### src/rtl/apu_div.sv
// Adam parameter update: pipelined restoring divider, one quotient bit per stage.
// Flags quotients that do not fit in QW bits. Used by adam_parameter_update.
`default_nettype none
module apu_div #(
    parameter int NW = 33,
    parameter int DW = 16,
    parameter int QW = 32,
    parameter int SW = 1
) (
    input  wire logic          aclk,
    input  wire logic          aresetn,
    input  wire logic          en,
    input  wire logic          in_valid,
    input  wire logic [NW-1:0] num,
    input  wire logic [DW-1:0] den,
    input  wire logic [SW-1:0] side_in,
    output logic               out_valid,
    output logic [QW-1:0]      quo,
    output logic               ovf,
    output logic [SW-1:0]      side_out
);

    logic [DW-1:0] rem_reg  [QW+1];
    logic [QW-1:0] low_reg  [QW+1];
    logic [DW-1:0] den_reg  [QW+1];
    logic [SW-1:0] side_reg [QW+1];
    logic [QW:0]   ovf_reg;
    logic [QW:0]   vld_reg;
    logic [DW:0]   trial    [QW];
    logic [DW:0]   diff     [QW];
    logic [QW-1:0] ge;
    logic [DW-1:0] top;

    assign top = DW'(num[NW-1:QW]);

    always_comb begin
        for (int k = 0; k < QW; k++) begin
            trial[k] = {rem_reg[k], low_reg[k][QW-1]};
            diff[k]  = trial[k] - {1'b0, den_reg[k]};
            ge[k]    = (trial[k] >= {1'b0, den_reg[k]});
        end
    end

    always_ff @(posedge aclk) begin
        if (!aresetn) begin
            vld_reg <= '0;
        end else if (en) begin
            vld_reg <= {vld_reg[QW-1:0], in_valid};
        end
    end

    always_ff @(posedge aclk) begin
        if (en) begin
            rem_reg[0]  <= top;
            low_reg[0]  <= num[QW-1:0];
            den_reg[0]  <= den;
            side_reg[0] <= side_in;
            ovf_reg[0]  <= (top >= den);
            for (int k = 0; k < QW; k++) begin
                rem_reg[k+1]  <= ge[k] ? diff[k][DW-1:0] : trial[k][DW-1:0];
                low_reg[k+1]  <= {low_reg[k][QW-2:0], ge[k]};
                den_reg[k+1]  <= den_reg[k];
                side_reg[k+1] <= side_reg[k];
                ovf_reg[k+1]  <= ovf_reg[k];
            end
        end
    end

    assign out_valid = vld_reg[QW];
    assign quo       = low_reg[QW];
    assign ovf       = ovf_reg[QW];
    assign side_out  = side_reg[QW];

endmodule
`default_nettype wire

### config.mk
export PLATFORM = sky130hd
export DESIGN_NAME = apu_div
export DESIGN_NICKNAME = d
export VERILOG_FILES = /design/src/rtl/apu_div.sv
export SDC_FILE = /design/constraint.sdc
export NUM_CORES = 2
export LEC_CHECK = 0
export ABC_AREA = 1
export BUFFER_PORTS_ARGS = -buffer_cell sky130_fd_sc_hd__buf_4
export CORE_ASPECT_RATIO = 0.9
export CORE_MARGIN = 10
export CORE_UTILIZATION = 35
export DETAILED_ROUTE_END_ITERATION = 10
export HOLD_SLACK_MARGIN = 0.02
export PLACE_DENSITY = 0.46
export SYNTH_ARGS = -nofsm -noshare
export SYNTH_HDL_FRONTEND = slang
export SYNTH_SLANG_ARGS = --single-unit
### constraint.sdc
create_clock -name aclk -period 5 [get_ports aclk]
set_input_delay 0.25 -clock aclk [delete_from_list [all_inputs] [get_ports aclk]]
set_output_delay 0.25 -clock aclk [all_outputs]
set_load 0.1 [all_outputs]
-- Word-level counts from Yosys, hierarchy flattened
Memories as Yosys holds them, arrays and structs flattened.
Cells that the tools add are included.
W data, S select, Z words.
- add/subtract/negate cells: 32
- order comparisons: 33
- multiplexer cells: 34
- operators with widths (cell ; count):
    $ge A17 B16 Y1 ; 32
    $mux W16 ; 32
    $sub A16 B16 Y16 ; 32
    $ge A1 B16 Y1 ; 1
    $mux W1 ; 2
- register bits: 66
- RAM bits: 2145
- memories: 4
- memory list (memory ; words ; bits a word ; read ports ; clocked after Yosys merged registers in ; wr ports ; line ; text):
    low_reg ; 33 ; 32 ; 33 ; 0 ; 33 ; 24 ; logic [QW-1:0] low_reg [QW+1];
    den_reg ; 33 ; 16 ; 32 ; 0 ; 33 ; 25 ; logic [DW-1:0] den_reg [QW+1];
    rem_reg ; 33 ; 16 ; 32 ; 0 ; 33 ; 23 ; logic [DW-1:0] rem_reg [QW+1];
    side_reg ; 33 ; 1 ; 33 ; 0 ; 33 ; 26 ; logic [SW-1:0] side_reg [QW+1];

-- Longest topological paths before layout
An unclocked memory read counts as a cell.
- depth in word-level cells: 3
- mapped depth: 15
- gate-level depth less buffers: 13

-- Worst setup path before layout
Ideal clock, no wire load.
- path type: flip-flop to flip-flop
- from: mem den_reg[8][0], in the netlist den_reg[0][128]
- to: mem rem_reg[9][8], in the netlist rem_reg[0][152], data pin
- setup time: 253 ps
- arrival: 1686 ps
- slack: 3061 ps
- cell stages (with the launch flop): 10
- buffers on the path: 0
- period minus slack after synthesis: 1939 ps
- cells stage by stage: edfxtp_1 ha_1 fa_1 inv_1 nand3_1 nand3_1 a21oi_1 or2_2 nand3_1 nand2_1
- RTL lines (item ; line):
    start, declared ; 25
    end, declared ; 23

==> flow_metrics.py <==
metrics = {
    "outcome": {
        "status": "completed",
    },
    "pwr": {
        "p_sw_w": 0.0264,
        "pwr-share-clk_pct": 26.0,
        "leakage_nw": 55.6,
        "ir_drop_mv": 0.298,
        "p_comb_share_pct": 36.1,
        "p_int_w": 0.0427,
        "p_sw_share_pct": 38.2,
        "seq_power_share_pct": 38.0,
        "power.density_nw_per_um2": 571,
    },
    "floorplanning": {
        "initial_core_util_pct": 35.2,
        "fp.dieW_um": 602,
        "die_area_sq_um": 328000,
        "io_pins": 89,
        "die_h_um": 544,
        "rows": 192,
        "core_sq_um": 304000,
    },
    "critical_path": {
        "required_ns": 5.66,
        "startpoint_type": "flop",
        "worstPathArrival_ns": 3.69,
        "path_max_fanout": 20,
        "end_kind": "flop",
        "path_class": "flop to flop",
    },
    "synthesis": {
        "yosysWarningCount": 0,
        "syn_inst": 10800,
        "synth_ff_type": "edfxtp_1",
        "synth_edf_count": 2131,
        "synthArstFlopShare_pct": 0,
        "syn-cell-area_sq_um": 107000,
        "syn_avg_cell_area_sq_um": 9.87,
        "synth_nets": 11400,
        "ys_types": 44,
        "synth_seq_area_share_pct": 60.5,
        "synth-seq-cells": 2164,
    },
    "routing": {
        "ant_nets": 0,
        "drc": 0,
        "wl_per_cell_um": 16.9,
        "via_count": 71000,
        "first_pass_iters": 5,
        "finalWirelength_mm": 261,
        "dr.first_iter.drc_count": 5471,
        "drt-vias-per-instance": 4.60,
    },
    "clock_network": {
        "postCtsHoldBufs": 103,
        "postCtsResizedCells": 0,
        "insertion_delay_ns": 0.92,
        "cts_root_buf": "clkbuf_16",
        "clock-sinks": 2164,
        "path_clk_slew_ns": 0.06,
        "cts_tree": "yes",
        "cts_buffer_depth": 4,
        "numCtsBuffers": 241,
        "cts_setup_buffers": 0,
        "cts_max_level": 4,
    },
    "final_layout": {
        "fillers": 29800,
        "largest_reg_flops": 1056,
        "register_area_sq_um": 64700,
        "layout-drive-gt1-share_pct": 5.84,
        "area_delta_synth_final_pct": 13.3,
        "fin_util_pct": 39.8,
        "multi_input_area_sq_um": 33800,
        "final_nets": 11700,
    },
    "placed_design": {
        "gp_congestion": 0.883,
        "pre_cts_ws_ns": 1.98,
        "dp_hpwl_mm": 191,
        "portBuffers": 88,
    },
    "sta": {
        "finalClockSkew_ns": 0.0535,
        "finalCritPeriodShare_pct": 60.6,
        "hold_viol_final": 0,
        "maxSlewViolCount": 0,
        "rsz0062_at_grt": "false",
        "period_minus_slack_ns": 3.03,
        "finalSetupViolCount": 0,
        "worst_slew_pin_slew_ns": 1.07,
        "tns_ns": 0,
        "fmax_mhz": 330,
        "maxSlewHeadroom_pct": 28.6,
        "setup_ws_ns": 1.97,
    },
    "grt": {
        "grt_max_degree": 179,
        "grt_pass1_wl_mm": 407,
        "overflow": 0,
        "grt_pass1_vias": 69000,
        "track_usage_pct": 15.5,
        "antenna_found_initial": 9,
    },
    "worst_hold_path": {
        "hp-class": "input pin to flop",
    },
    "job": {
        "cap_viol_max_count": 0,
    },
}
-- worst paths after layout --
path / startpoint / to / slack (ns) / cells after the start
max reg2reg: den_reg[0][150]$_DFFE_PP_ / rem_reg[0][162]$_DFFE_PP_ / 1.97 / 11
max: den_reg[0][150]$_DFFE_PP_ / rem_reg[0][162]$_DFFE_PP_ / 1.97 / 11
min: num[23] / low_reg[0][23]$_DFFE_PP_ / 0.11 / 2
min reg2reg: low_reg[0][620]$_DFFE_PP_ / low_reg[0][653]$_DFFE_PP_ / 0.38 / 0
-- cell type report --
| cell class | count | share of cell area [%] |
|---|---|---|
| timing repair buffer | 231 | 1.82 |
| sequential | 2164 | 53.4 |
| clock buffer | 284 | 5.16 |
| antenna | 3 | 0.00620 |
| clock inverter | 165 | 1.48 |
| inverter | 1932 | 5.99 |
| tap | 4074 | 4.21 |
| multi-input combinational | 6578 | 27.9 |
-- power by group through the flow --
stage / combinational [W] / clock (W) / sequential, W
finish: 0.0250 / 0.0180 / 0.0263
detailed placement: 0.0248 / 0 / 0.0266
global placement: 0.0249 / 0 / 0.0267
floorplan: 0.0186 / 0 / 0.0254
global route: 0.0287 / 0.0194 / 0.0266
CTS: 0.0250 / 0.0187 / 0.0263
-- placed cells by master, fill, tap and decap left out, types with 141 or more instances in the layout --
master / count
nor2_1: 464
nand3_1: 794
a21oi_1: 276
xor2_1: 148
nand2_1: 3725
inv_1: 1924
edfxtp_1: 2131
ha_1: 499
clkbuf_16: 242
nand4_1: 141
-- cell usage after synthesis, types with 31 or more instances --
master | instances | area, sq um
ha_1 | 499 | 6240
and2_1 | 35 | 219
xnor2_1 | 44 | 385
dfxtp_1 | 33 | 661
nand3_1 | 794 | 3970
nand2_2 | 40 | 250
fa_1 | 31 | 621
buf_6 | 34 | 383
nand2_1 | 3725 | 14000
nand3b_1 | 60 | 450
xor2_1 | 148 | 1300
inv_1 | 1924 | 7220
o21ai_0 | 48 | 240
nor2_1 | 464 | 1740
buf_4 | 56 | 420
nand4_1 | 141 | 882
nor3_1 | 82 | 410
buf_2 | 39 | 195
edfxtp_1 | 2131 | 64000
a21oi_1 | 276 | 1380
-- kinds of logic (layout without fill, tap and decap cells) --
kind of cell / after synthesis / count (layout) / share of synthesized area (%)
other: 0 / 3 / 0
XOR/XNOR: 192 / 192 / 1.57
AO/OA/AOI/OAI: 377 / 377 / 1.88
AND/OR/NAND/NOR: 5479 / 5479 / 21.7
adder cells (fa/ha/maj): 530 / 530 / 6.42
buffers and inverters: 2082 / 2612 / 7.87
flip-flops: 2164 / 2164 / 60.5
-- critical path, stage by stage (launching register included) --
cell,delay [ns]
edfxtp_1,0.42
inv_1,0.07
ha_1,0.36
nand2_1,0.14
nor2_1,0.15
nand3_1,0.11
nand3_1,0.13
nand2_1,0.06
nand2_1,0.57
inv_1,0.54
nand2_1,0.16
nand2_1,0.08
-- stage by stage --
step	hold WS (ns)	power [W]	instances	area, sq um
2_1_floorplan	0.349	0.0440	10800	107000
3_3_place_gp	0.400	0.0515	14900	112000
3_5_place_dp	0.405	0.0514	14900	112000
4_1_cts	0.0227	0.0700	15400	121000
5_1_grt	0.0748	0.0746	15400	121000
6_report	0.106	0.0692	15400	121000
-- metal layers --
layer | vias up | track usage (%) | part of all wire (%)
met4 | 2 | 3.36 | 1.9
met2 | 1386 | 23.7 | 43
met1 | 33500 | 23.6 | 51
met5 | - | 0 | 0.0050
met3 | 281 | 1.95 | 4.4
li1 | 35800 | - | -
Note: power is estimated with default switching activity, not from simulation.
